**src/low_power_entry_sequencer_assert.svh**
```systemverilog
// -----------------------------------------------------------------------------
// Low-power entry sequencer assertion macros
// Property macros used by the sequencer; define NO_ASSERTIONS to drop them.
// -----------------------------------------------------------------------------
`ifndef LOW_POWER_ENTRY_SEQUENCER_ASSERT_SVH
`define LOW_POWER_ENTRY_SEQUENCER_ASSERT_SVH

`ifndef NO_ASSERTIONS

// Same-cycle implication, disabled during reset.
`define LPES_ASSERT_NOW(lbl, clk, rst_n, ante, cons) \
    lbl: assert property (@(posedge clk) disable iff (!(rst_n)) (ante) |-> (cons)) \
        else $error("sequencer check failed");

// Next-cycle implication, disabled during reset.
`define LPES_ASSERT_NEXT(lbl, clk, rst_n, ante, cons) \
    lbl: assert property (@(posedge clk) disable iff (!(rst_n)) (ante) |=> (cons)) \
        else $error("sequencer check failed");

`else

`define LPES_ASSERT_NOW(lbl, clk, rst_n, ante, cons)
`define LPES_ASSERT_NEXT(lbl, clk, rst_n, ante, cons)

`endif

`endif

```
**src/lpes_pkg.sv**
```systemverilog
// -----------------------------------------------------------------------------
// Low-power entry sequencer package
// Shared types, codes, reset values and a helper function.
// -----------------------------------------------------------------------------
package lpes_pkg;

    localparam int ACK_BITS_DEF = 8;
    localparam int ACK_IN_W     = 8;

    localparam logic [15:0] PERIOD_RESET = 16'd15000;
    localparam logic [7:0]  MASK_RESET   = 8'hFF;
    localparam logic [7:0]  COUNT_MAX    = 8'hFF;

    typedef enum logic [3:0] {
        OP_TICK       = 4'd0,
        OP_GAME_ENTER = 4'd1,
        OP_GAME_EXIT  = 4'd2,
        OP_AUDIO_ON   = 4'd3,
        OP_AUDIO_OFF  = 4'd4,
        OP_DEBUG_ON   = 4'd5,
        OP_DEBUG_OFF  = 4'd6,
        OP_STREAM_ON  = 4'd7,
        OP_STREAM_OFF = 4'd8,
        OP_INACTIVITY = 4'd9,
        OP_ACTIVITY   = 4'd10,
        OP_SLEEP_REQ  = 4'd11,
        OP_ACK_SET    = 4'd12,
        OP_ACK_CLEAR  = 4'd13,
        OP_POLL       = 4'd14
    } t_opcode;

    typedef enum logic [1:0] {
        CFG_GAME_SLEEP = 2'd0,
        CFG_PERIOD     = 2'd1,
        CFG_ACK_MASK   = 2'd2,
        CFG_DEBUG_INIT = 2'd3
    } t_cfg_idx;

    typedef struct packed {
        logic        game_sleep_allowed;
        logic [15:0] period;
        logic [7:0]  ack_mask;
    } t_cfg;

    typedef struct packed {
        logic [3:0]  opcode;
        logic [7:0]  ack_bits;
        logic        audio_active;
        logic        display_busy;
        logic        storage_busy;
    } t_item;

    typedef struct packed {
        logic [7:0]  audio_refs;
        logic [7:0]  debug_refs;
        logic [7:0]  stream_refs;
        logic        pending;
        logic        in_game;
        logic        quiesce;
        logic [15:0] countdown;
    } t_state;

    // A zero period reloads as one millisecond.
    function automatic logic [15:0] reload_value(input logic [15:0] period);
        return (period == 16'd0) ? 16'd1 : period;
    endfunction

endpackage

```
**src/low_power_entry_sequencer.sv**
```systemverilog
// -----------------------------------------------------------------------------
// Low-power entry sequencer
// Tracks system events and decides when the device may enter stop mode.
// -----------------------------------------------------------------------------
// Usage:
//   Input channel: one event item per accepted transfer (i_in_valid high and
//   o_in_stall low at a rising edge): opcode, ack bits and the audio, display
//   and storage busy levels sampled with the event.
//   Output channel: exactly one result item per event, in order: the sleep
//   entry pulse plus a snapshot of quiesce, debug, game mode, pending sleep and
//   the audio and stream reference counts.
//   The input register takes the item at the accepting edge; the result
//   register is loaded after one pass of event logic and sleep gate, once
//   it can advance (it is empty or its result is being taken).
//   Throughput: one item per cycle while the result channel does not stall;
//   the state update for an item completes as it moves from the input
//   register to the result register, so the next item sees it immediately.
//   A stalled result holds in the result register; one more item waits in
//   the input register, and only then is o_in_stall raised.
//   Reset (synchronous, active low) clears both channels, restores register
//   defaults and reloads the inactivity countdown. Write configuration only
//   while no item is in flight.
// -----------------------------------------------------------------------------
`include "low_power_entry_sequencer_assert.svh"

module low_power_entry_sequencer #(
    parameter int ACK_BITS = lpes_pkg::ACK_BITS_DEF
) (
    input  logic        i_clk,
    input  logic        i_rst_n,
    // config write port
    input  logic        i_cfg_we,
    input  logic [1:0]  i_cfg_index,
    input  logic [15:0] i_cfg_wdata,
    // event channel
    input  logic        i_in_valid,
    output logic        o_in_stall,
    input  logic [3:0]  i_opcode,
    input  logic [7:0]  i_ack_bits,
    input  logic        i_audio_active,
    input  logic        i_display_busy,
    input  logic        i_storage_busy,
    // result channel
    output logic        o_out_valid,
    input  logic        i_out_stall,
    output logic        o_enter_sleep,
    output logic        o_quiesce_request,
    output logic        o_debug_mode,
    output logic        o_game_mode,
    output logic        o_sleep_pending_out,
    output logic [7:0]  o_audio_count,
    output logic [7:0]  o_stream_count
);

    lpes_pkg::t_cfg      cfg;

    // Input register.
    logic                r_in_valid;
    lpes_pkg::t_item     r_in;

    // Sequencer state.
    lpes_pkg::t_state    r_state;
    logic [ACK_BITS-1:0] r_ack;

    // Result register.
    logic                r_out_valid;
    logic                r_enter_sleep;
    lpes_pkg::t_state    r_out_state;

    lpes_pkg::t_state    ev_state;
    logic [ACK_BITS-1:0] ev_ack;
    lpes_pkg::t_state    n_state;
    logic [ACK_BITS-1:0] n_ack;
    logic                n_slept;

    logic                out_adv;
    logic                step_fire;
    logic                in_accept;
    logic                debug_init_wr;

    // Advance the result register when it is empty or being taken.
    assign out_adv    = !r_out_valid || !i_out_stall;
    assign step_fire  = r_in_valid && out_adv;
    assign o_in_stall = r_in_valid && !out_adv;
    assign in_accept  = i_in_valid && !o_in_stall;

    // Writing debug_at_start as one raises a zero debug count to one, unless an item steps at the same time.
    assign debug_init_wr = i_cfg_we
                        && (lpes_pkg::t_cfg_idx'(i_cfg_index) == lpes_pkg::CFG_DEBUG_INIT)
                        && i_cfg_wdata[0];

    lpes_cfg u_cfg (
        .i_clk       (i_clk),
        .i_rst_n     (i_rst_n),
        .i_cfg_we    (i_cfg_we),
        .i_cfg_index (i_cfg_index),
        .i_cfg_wdata (i_cfg_wdata),
        .o_cfg       (cfg)
    );

    lpes_event #(.ACK_BITS(ACK_BITS)) u_event (
        .i_state (r_state),
        .i_ack   (r_ack),
        .i_item  (r_in),
        .i_cfg   (cfg),
        .o_state (ev_state),
        .o_ack   (ev_ack)
    );

    lpes_gate #(.ACK_BITS(ACK_BITS)) u_gate (
        .i_state (ev_state),
        .i_ack   (ev_ack),
        .i_item  (r_in),
        .i_cfg   (cfg),
        .o_state (n_state),
        .o_ack   (n_ack),
        .o_slept (n_slept)
    );

    // Control: valid flags and sequencer state.
    always_ff @(posedge i_clk) begin
        if (!i_rst_n) begin
            r_in_valid          <= 1'b0;
            r_out_valid         <= 1'b0;
            r_state.audio_refs  <= 8'd0;
            r_state.debug_refs  <= 8'd0;
            r_state.stream_refs <= 8'd0;
            r_state.pending     <= 1'b0;
            r_state.in_game     <= 1'b0;
            r_state.quiesce     <= 1'b0;
            r_state.countdown   <= lpes_pkg::PERIOD_RESET;
            r_ack               <= '0;
        end else begin
            if (!o_in_stall) begin
                r_in_valid <= i_in_valid;
            end
            if (out_adv) begin
                r_out_valid <= r_in_valid;
            end
            if (step_fire) begin
                r_state <= n_state;
                r_ack   <= n_ack;
            end else if (debug_init_wr && (r_state.debug_refs == 8'd0)) begin
                r_state.debug_refs <= 8'd1;
            end
        end
    end

    // Payload: capture the event, then the result snapshot.
    always_ff @(posedge i_clk) begin
        if (in_accept) begin
            r_in.opcode       <= i_opcode;
            r_in.ack_bits     <= i_ack_bits;
            r_in.audio_active <= i_audio_active;
            r_in.display_busy <= i_display_busy;
            r_in.storage_busy <= i_storage_busy;
        end
        if (step_fire) begin
            r_enter_sleep <= n_slept;
            r_out_state   <= n_state;
        end
    end

    assign o_out_valid         = r_out_valid;
    assign o_enter_sleep       = r_enter_sleep;
    assign o_quiesce_request   = r_out_state.quiesce;
    assign o_debug_mode        = (r_out_state.debug_refs != 8'd0);
    assign o_game_mode         = r_out_state.in_game;
    assign o_sleep_pending_out = r_out_state.pending;
    assign o_audio_count       = r_out_state.audio_refs;
    assign o_stream_count      = r_out_state.stream_refs;

    // A quiesce request only exists while sleep is pending.
    `LPES_ASSERT_NOW(a_quiesce_pending, i_clk, i_rst_n, r_state.quiesce, r_state.pending)
    // Sleep entry clears quiesce and pending in the same result.
    `LPES_ASSERT_NOW(a_sleep_clears, i_clk, i_rst_n, o_out_valid && o_enter_sleep,
                     !o_quiesce_request && !o_sleep_pending_out)
    // Input side stalls only behind a held, full result register.
    `LPES_ASSERT_NOW(a_stall_cause, i_clk, i_rst_n, o_in_stall,
                     r_in_valid && r_out_valid && i_out_stall)
    // A processed item always lands in the result register.
    `LPES_ASSERT_NEXT(a_step_lands, i_clk, i_rst_n, step_fire, o_out_valid)

endmodule

```
**src/lpes_cfg.sv**
```systemverilog
// -----------------------------------------------------------------------------
// Low-power entry sequencer configuration registers
// Holds sleep permission, inactivity period and required acknowledge mask.
// -----------------------------------------------------------------------------
module lpes_cfg (
    input  logic                 i_clk,
    input  logic                 i_rst_n,
    input  logic                 i_cfg_we,
    input  logic [1:0]           i_cfg_index,
    input  logic [15:0]          i_cfg_wdata,
    output lpes_pkg::t_cfg       o_cfg
);

    lpes_pkg::t_cfg r_cfg;

    always_ff @(posedge i_clk) begin
        if (!i_rst_n) begin
            r_cfg.game_sleep_allowed <= 1'b1;
            r_cfg.period             <= lpes_pkg::PERIOD_RESET;
            r_cfg.ack_mask           <= lpes_pkg::MASK_RESET;
        end else if (i_cfg_we) begin
            unique case (lpes_pkg::t_cfg_idx'(i_cfg_index))
                lpes_pkg::CFG_GAME_SLEEP: r_cfg.game_sleep_allowed <= i_cfg_wdata[0];
                lpes_pkg::CFG_PERIOD:     r_cfg.period             <= i_cfg_wdata;
                lpes_pkg::CFG_ACK_MASK:   r_cfg.ack_mask           <= i_cfg_wdata[7:0];
                default: ;  // debug start count is applied to the state directly
            endcase
        end
    end

    assign o_cfg = r_cfg;

endmodule

```
**src/lpes_event.sv**
```systemverilog
// -----------------------------------------------------------------------------
// Low-power entry sequencer event decoder
// Applies one event to the sequencer state ahead of the sleep gate.
// -----------------------------------------------------------------------------
module lpes_event #(
    parameter int ACK_BITS = lpes_pkg::ACK_BITS_DEF
) (
    input  lpes_pkg::t_state     i_state,
    input  logic [ACK_BITS-1:0]  i_ack,
    input  lpes_pkg::t_item      i_item,
    input  lpes_pkg::t_cfg       i_cfg,
    output lpes_pkg::t_state     o_state,
    output logic [ACK_BITS-1:0]  o_ack
);

    localparam int EXT_W = (ACK_BITS > lpes_pkg::ACK_IN_W) ? ACK_BITS : lpes_pkg::ACK_IN_W;

    logic [EXT_W-1:0]    ack_ext;
    logic [ACK_BITS-1:0] bits;

    // Drop ack bits above the implemented width.
    assign ack_ext = EXT_W'(i_item.ack_bits);
    assign bits    = ack_ext[ACK_BITS-1:0];

    function automatic logic [7:0] count_up(input logic [7:0] v);
        return (v != lpes_pkg::COUNT_MAX) ? v + 8'd1 : v;
    endfunction

    function automatic logic [7:0] count_down(input logic [7:0] v);
        return (v != 8'd0) ? v - 8'd1 : v;
    endfunction

    always_comb begin
        o_state = i_state;
        o_ack   = i_ack;
        unique case (lpes_pkg::t_opcode'(i_item.opcode)) inside
            lpes_pkg::OP_TICK: begin
                if (i_state.countdown != 16'd0) begin
                    o_state.countdown = i_state.countdown - 16'd1;
                    if (i_state.countdown == 16'd1) begin
                        o_state.pending = 1'b1;
                    end
                end
            end
            lpes_pkg::OP_GAME_ENTER: o_state.in_game     = 1'b1;
            lpes_pkg::OP_GAME_EXIT:  o_state.in_game     = 1'b0;
            lpes_pkg::OP_AUDIO_ON:   o_state.audio_refs  = count_up(i_state.audio_refs);
            lpes_pkg::OP_AUDIO_OFF:  o_state.audio_refs  = count_down(i_state.audio_refs);
            lpes_pkg::OP_DEBUG_ON:   o_state.debug_refs  = count_up(i_state.debug_refs);
            lpes_pkg::OP_DEBUG_OFF:  o_state.debug_refs  = count_down(i_state.debug_refs);
            lpes_pkg::OP_STREAM_ON:  o_state.stream_refs = count_up(i_state.stream_refs);
            lpes_pkg::OP_STREAM_OFF: o_state.stream_refs = count_down(i_state.stream_refs);
            lpes_pkg::OP_INACTIVITY, lpes_pkg::OP_SLEEP_REQ: o_state.pending = 1'b1;
            lpes_pkg::OP_ACTIVITY: begin
                o_state.pending   = 1'b0;
                o_state.countdown = lpes_pkg::reload_value(i_cfg.period);
                if (i_state.quiesce) begin
                    o_state.quiesce = 1'b0;
                    o_ack           = '0;
                end
            end
            lpes_pkg::OP_ACK_SET:   o_ack = i_ack | bits;
            lpes_pkg::OP_ACK_CLEAR: o_ack = i_ack & ~bits;
            default: ;  // poll and the unused code only run the gate
        endcase
    end

endmodule

```
**src/lpes_gate.sv**
```systemverilog
// -----------------------------------------------------------------------------
// Low-power entry sequencer sleep gate
// Checks permission, audio, quiesce, acknowledges, display and storage in order.
// -----------------------------------------------------------------------------
module lpes_gate #(
    parameter int ACK_BITS = lpes_pkg::ACK_BITS_DEF
) (
    input  lpes_pkg::t_state     i_state,
    input  logic [ACK_BITS-1:0]  i_ack,
    input  lpes_pkg::t_item      i_item,
    input  lpes_pkg::t_cfg       i_cfg,
    output lpes_pkg::t_state     o_state,
    output logic [ACK_BITS-1:0]  o_ack,
    output logic                 o_slept
);

    localparam int EXT_W = (ACK_BITS > lpes_pkg::ACK_IN_W) ? ACK_BITS : lpes_pkg::ACK_IN_W;

    logic [EXT_W-1:0]    mask_ext;
    logic [ACK_BITS-1:0] need;
    logic [ACK_BITS-1:0] ack_q;

    assign mask_ext = EXT_W'(i_cfg.ack_mask);
    assign need     = mask_ext[ACK_BITS-1:0];

    // Raising the quiesce request starts from a clean set of acks.
    assign ack_q = i_state.quiesce ? i_ack : '0;

    always_comb begin
        o_state = i_state;
        o_ack   = i_ack;
        o_slept = 1'b0;
        if (i_state.pending) begin
            if (!i_cfg.game_sleep_allowed && i_state.in_game) begin
                // Mode forbids sleep: drop the request as on activity.
                o_state.pending   = 1'b0;
                o_state.countdown = lpes_pkg::reload_value(i_cfg.period);
                if (i_state.quiesce) begin
                    o_state.quiesce = 1'b0;
                    o_ack           = '0;
                end
            end else if (!i_item.audio_active) begin
                o_state.quiesce = 1'b1;
                o_ack           = ack_q;
                if (((ack_q & need) == need) && !i_item.display_busy
                        && !i_item.storage_busy) begin
                    o_slept           = 1'b1;
                    o_state.pending   = 1'b0;
                    o_state.quiesce   = 1'b0;
                    o_state.countdown = lpes_pkg::reload_value(i_cfg.period);
                    o_ack             = '0;
                end
            end
        end
    end

endmodule
```
**config.mk**
```make
export PLATFORM = sky130hd
export DESIGN_NAME = low_power_entry_sequencer
export DESIGN_NICKNAME = d
export VERILOG_FILES = /design/src/lpes_pkg.sv /design/src/low_power_entry_sequencer.sv /design/src/lpes_cfg.sv /design/src/lpes_event.sv /design/src/lpes_gate.sv
export VERILOG_INCLUDE_DIRS = /design/src /design/src/src
export SDC_FILE = /design/constraint.sdc
export NUM_CORES = 1
export LEC_CHECK = 0
export BUFFER_PORTS_ARGS = -buffer_cell sky130_fd_sc_hd__buf_2
export CAP_MARGIN = 20
export CELL_PAD_IN_SITES_DETAIL_PLACEMENT = 2
export CELL_PAD_IN_SITES_GLOBAL_PLACEMENT = 2
export CORE_MARGIN = 4
export CORE_UTILIZATION = 33
export CTS_CLUSTER_SIZE = 12
export DETAILED_ROUTE_END_ITERATION = 7
export GPL_TIMING_DRIVEN = 0
export HOLD_SLACK_MARGIN = 0.02
export PLACE_DENSITY_LB_ADDON = 0.1
export SYNTH_ARGS = -nofsm -noshare
export SYNTH_HDL_FRONTEND = slang
export SYNTH_SLANG_ARGS = --single-unit
```
**constraint.sdc**
```tcl
create_clock -name i_clk -period 2.3 [get_ports i_clk]
set_input_delay 0.23 -clock i_clk [delete_from_list [all_inputs] [get_ports i_clk]]
set_output_delay 0.23 -clock i_clk [all_outputs]
set_load 0.01 [all_outputs]
```
==> metrics.md <==
| Metric | Value |
|---|---|
| Status | `finished, violations left` |
| Failing checks | `setup timing` |
| Final hold viol count | `0` |
| Yosys reg bits | `121` |
| Post-Syn Nets | `821` |
| Synth cell types | `81` |
| Main combinational cell family by area after synthesis | `simple AND/OR/NAND/NOR gates` |
| Largest net degree at the start of global routing | `27` |
| CP arrival | `3.07 ns` |
| Cell area after placement | `7420 sq um` |
| Non-Filler Instances | `1,181` |
| Vias | `6,607` |
| Max-slew headroom | `0.459` |
| Vias in the first global route | `7,086` |
| WP data required | `2.61 ns` |
| Root Driver | `clkbuf_16` |
| Clock Sinks | `121` |
| Gate Count Post-Synth | `771` |
| Top Ports | `61` |
| Reg2reg start | `r_in[12]` |
| Detailed-route DRC error count | `0` |
| Die H | `151 um` |
| Post-route cell area | `9040 sq um` |
| Ant diodes | `0` |
| Leak | `3.34 nW` |
| Total GRT Usage | `0.226` |
| Final GP Congestion | `0.860` |
| Die footprint | `22,800 sq um` |
| Top cell type by total area after synthesis | `dfxtp_1` |
| Clock Tree Buf Depth | `2` |
| Vias per cell | `5.59` |
| HPWL after DPL | `16.9 mm` |
| Starting density of the core | `0.335` |
| First drt pass iteration count | `4` |
| Top-area cell type share of the netlist area | `0.231` |
| CP startpoint kind | `flop` |
| Final max-slew violation count | `0` |
| Hold_ws | `0.0335 ns` |
| Compound-Gate Fraction of Synth Area | `0.218` |
| Fin crit share | `1.20` |
| # nets final | `948` |
| Yosys warns | `0` |
| Mapped Avg Cell Area | `8.76 sq um` |
| Main synth FF type | `dfxtp_1` |
| H-Tree Depth | `4` |
| Fraction of layout instances using a drive strength above 1 | `0.286` |
| P per Cell Area | `641 nW/um^2` |
| Critical Path Start | `r_in[12]` |
| Synth Area in Adders | `0.0222` |
| Antenna-violating nets left | `0` |
| Clock Latency Late Sink | `0.42 ns` |
| CTS tree | `yes` |
| Final Core Density | `0.448` |
| Fillers | `2,174` |
| Register area share after synthesis | `0.422` |
| Commonest cells post-synth | `nand2_1, dfxtp_1, nor2_1` |
| Post-synth EDFFs | `43` |
| CP Capture Type | `flop` |
| Count leader, synth | `nand2_1` |
| Overflow after GRT | `0` |
| WL/cell | `22.4 um` |
| Top cells by area, synth | `dfxtp_1, edfxtp_1, nand2_1, nor2_1, o21ai_0` |
| Worst hold path class | `input pin to flop` |
| Fmax | `362 MHz` |
| Cell Rows | `52` |
| Area growth from synthesis to layout | `33.7%` |
| Die width | `151 um` |
| Hold Path Origin | `i_cfg_wdata[11]` |
| Max-cap violations | `0` |
| PortBufs | `59` |
| Synth Area in XOR/XNOR | `0.0117` |
| Final setup margin | `-0.460 ns` |
| Synth Area in Simple Gates | `0.250` |
| RSZ-0062 raised after global routing | `yes` |
| Power, Total | `5.80 mW` |
| Total wire length | `26.5 mm` |
| Slew @ Worst Pin | `0.808 ns` |
| Clock transition at path regs | `0.06 ns` |
| Post-synthesis async set-or-reset flop share | `0` |
| Core ar. | `20,200 sq um` |
| VDD IR-drop max | `0.515 mV` |
| Global-route wire length before repair | `39.7 mm` |
| Cell area after synthesis | `6760 sq um` |
| Num CTS Buffers | `17` |
| Drt initial violations | `291` |
| Worst setup path class | `flop to flop` |
| Final number of setup-violating endpoints | `29` |
| Post-synthesis mux area share | `0.0152` |
| Critical Path Fanout Max | `7` |
| Clock Skew | `0.00789 ns` |
| Initial antenna violation count | `0` |
| Cell total after placement | `1,102` |
| Fin crit period | `2.76 ns` |
final timing paths:
check | to | slack (ns) | cells after the start
max | r_state[4] | -0.46 | 10
min | u_cfg.o_cfg[19] | 0.03 | 3
max reg2reg | r_state[4] | -0.46 | 10
min reg2reg | u_cfg.o_cfg[8] | 0.47 | 2
timing repair:
item / CTS / global route
setup endpoints to repair: 98 / 83
hold buffers: 18 / 0
pin swaps: 41 / 29
resized for setup: 73 / 69
hold endpoints to repair: 18 / 0
buffers inserted: 21 / 13
cloned: 2 / 0
routing by layer:
metal	up-vias	routed length [um]	global-route usage	part of all wire
met3	52	747	0.0326	0.028
met5	-	0	0	0
li1	3072	-	-	-
met1	3359	11300	0.274	0.43
met4	0	740	0.0807	0.028
met2	124	13600	0.406	0.52
cell families (layout without fill, tap and decap cells):
kind of cell | after synthesis | after routing
AO/OA/AOI/OAI | 206 | 206
XOR/XNOR | 9 | 9
adder cells (fa/ha/maj) | 12 | 12
buffers and inverters | 80 | 220
flip-flops | 121 | 121
multiplexers | 10 | 10
AND/OR/NAND/NOR | 333 | 333
cell usage in the layout, fill, tap and decap left out, types with 11 or more instances in the layout:
cell type	n
nand2_1	116
dfxtp_1	75
buf_2	63
nor2_1	59
buf_4	46
edfxtp_1	43
o21ai_0	29
nand3_1	26
a21oi_1	24
clkbuf_1	19
inv_1	18
dlygate4sd3_1	18
clkbuf_16	17
a21boi_0	16
nor3_1	15
buf_6	13
ha_1	11
state kept, by name, indices dropped and copies added (netlist names):
name and flops:
r_state 43, u_cfg.o_cfg 25, r_in 15, o_audio_count 8, o_stream_count 8, r_ack 8
r_out_state 8, o_enter_sleep 1, o_game_mode 1, o_out_valid 1, o_quiesce_request 1, o_sleep_pending_out 1
r_in_valid 1
final cells by class:
cell class | count | area (sq um) | area share
tap | 270 | 338 | 0.0374
timing repair buffer | 115 | 828 | 0.0917
multi-input combinational | 570 | 3990 | 0.442
sequential | 121 | 2860 | 0.317
buffer | 54 | 353 | 0.0390
clock buffer | 17 | 425 | 0.0471
clock inverter | 15 | 166 | 0.0184
inverter | 19 | 71.3 | 0.00789
worst max-delay path, stage by stage (launching register included):
cell and delay [ns]:
edfxtp_1 0.52, and4bb_4 0.30, nor3b_4 0.25, o311ai_4 0.13
a221oi_4 0.39, buf_6 0.16, a31oi_4 0.10, buf_4 0.17
o211ai_1 0.26, o211ai_1 0.15, a21o_1 0.22
through the flow:
step	setup WS, ns	TNS (ns)
2_1_floorplan	0.0120	0
3_3_place_gp	-1.26	-58.97
3_5_place_dp	-0.538	-23.55
4_1_cts	-0.268	-5.23
5_1_grt	-0.526	-12.34
6_report	-0.460	-9.37
power breakdown:
group	total (mW)	leakage [nW]	internal [mW]	switching [mW]
clock	2.73	0.270	1.62	1.12
sequential	2.39	1.05	2.30	0.0867
combinational	0.671	2.02	0.269	0.401
total	5.80	3.34	4.19	1.61
Note: power is estimated with default switching activity, not from simulation.
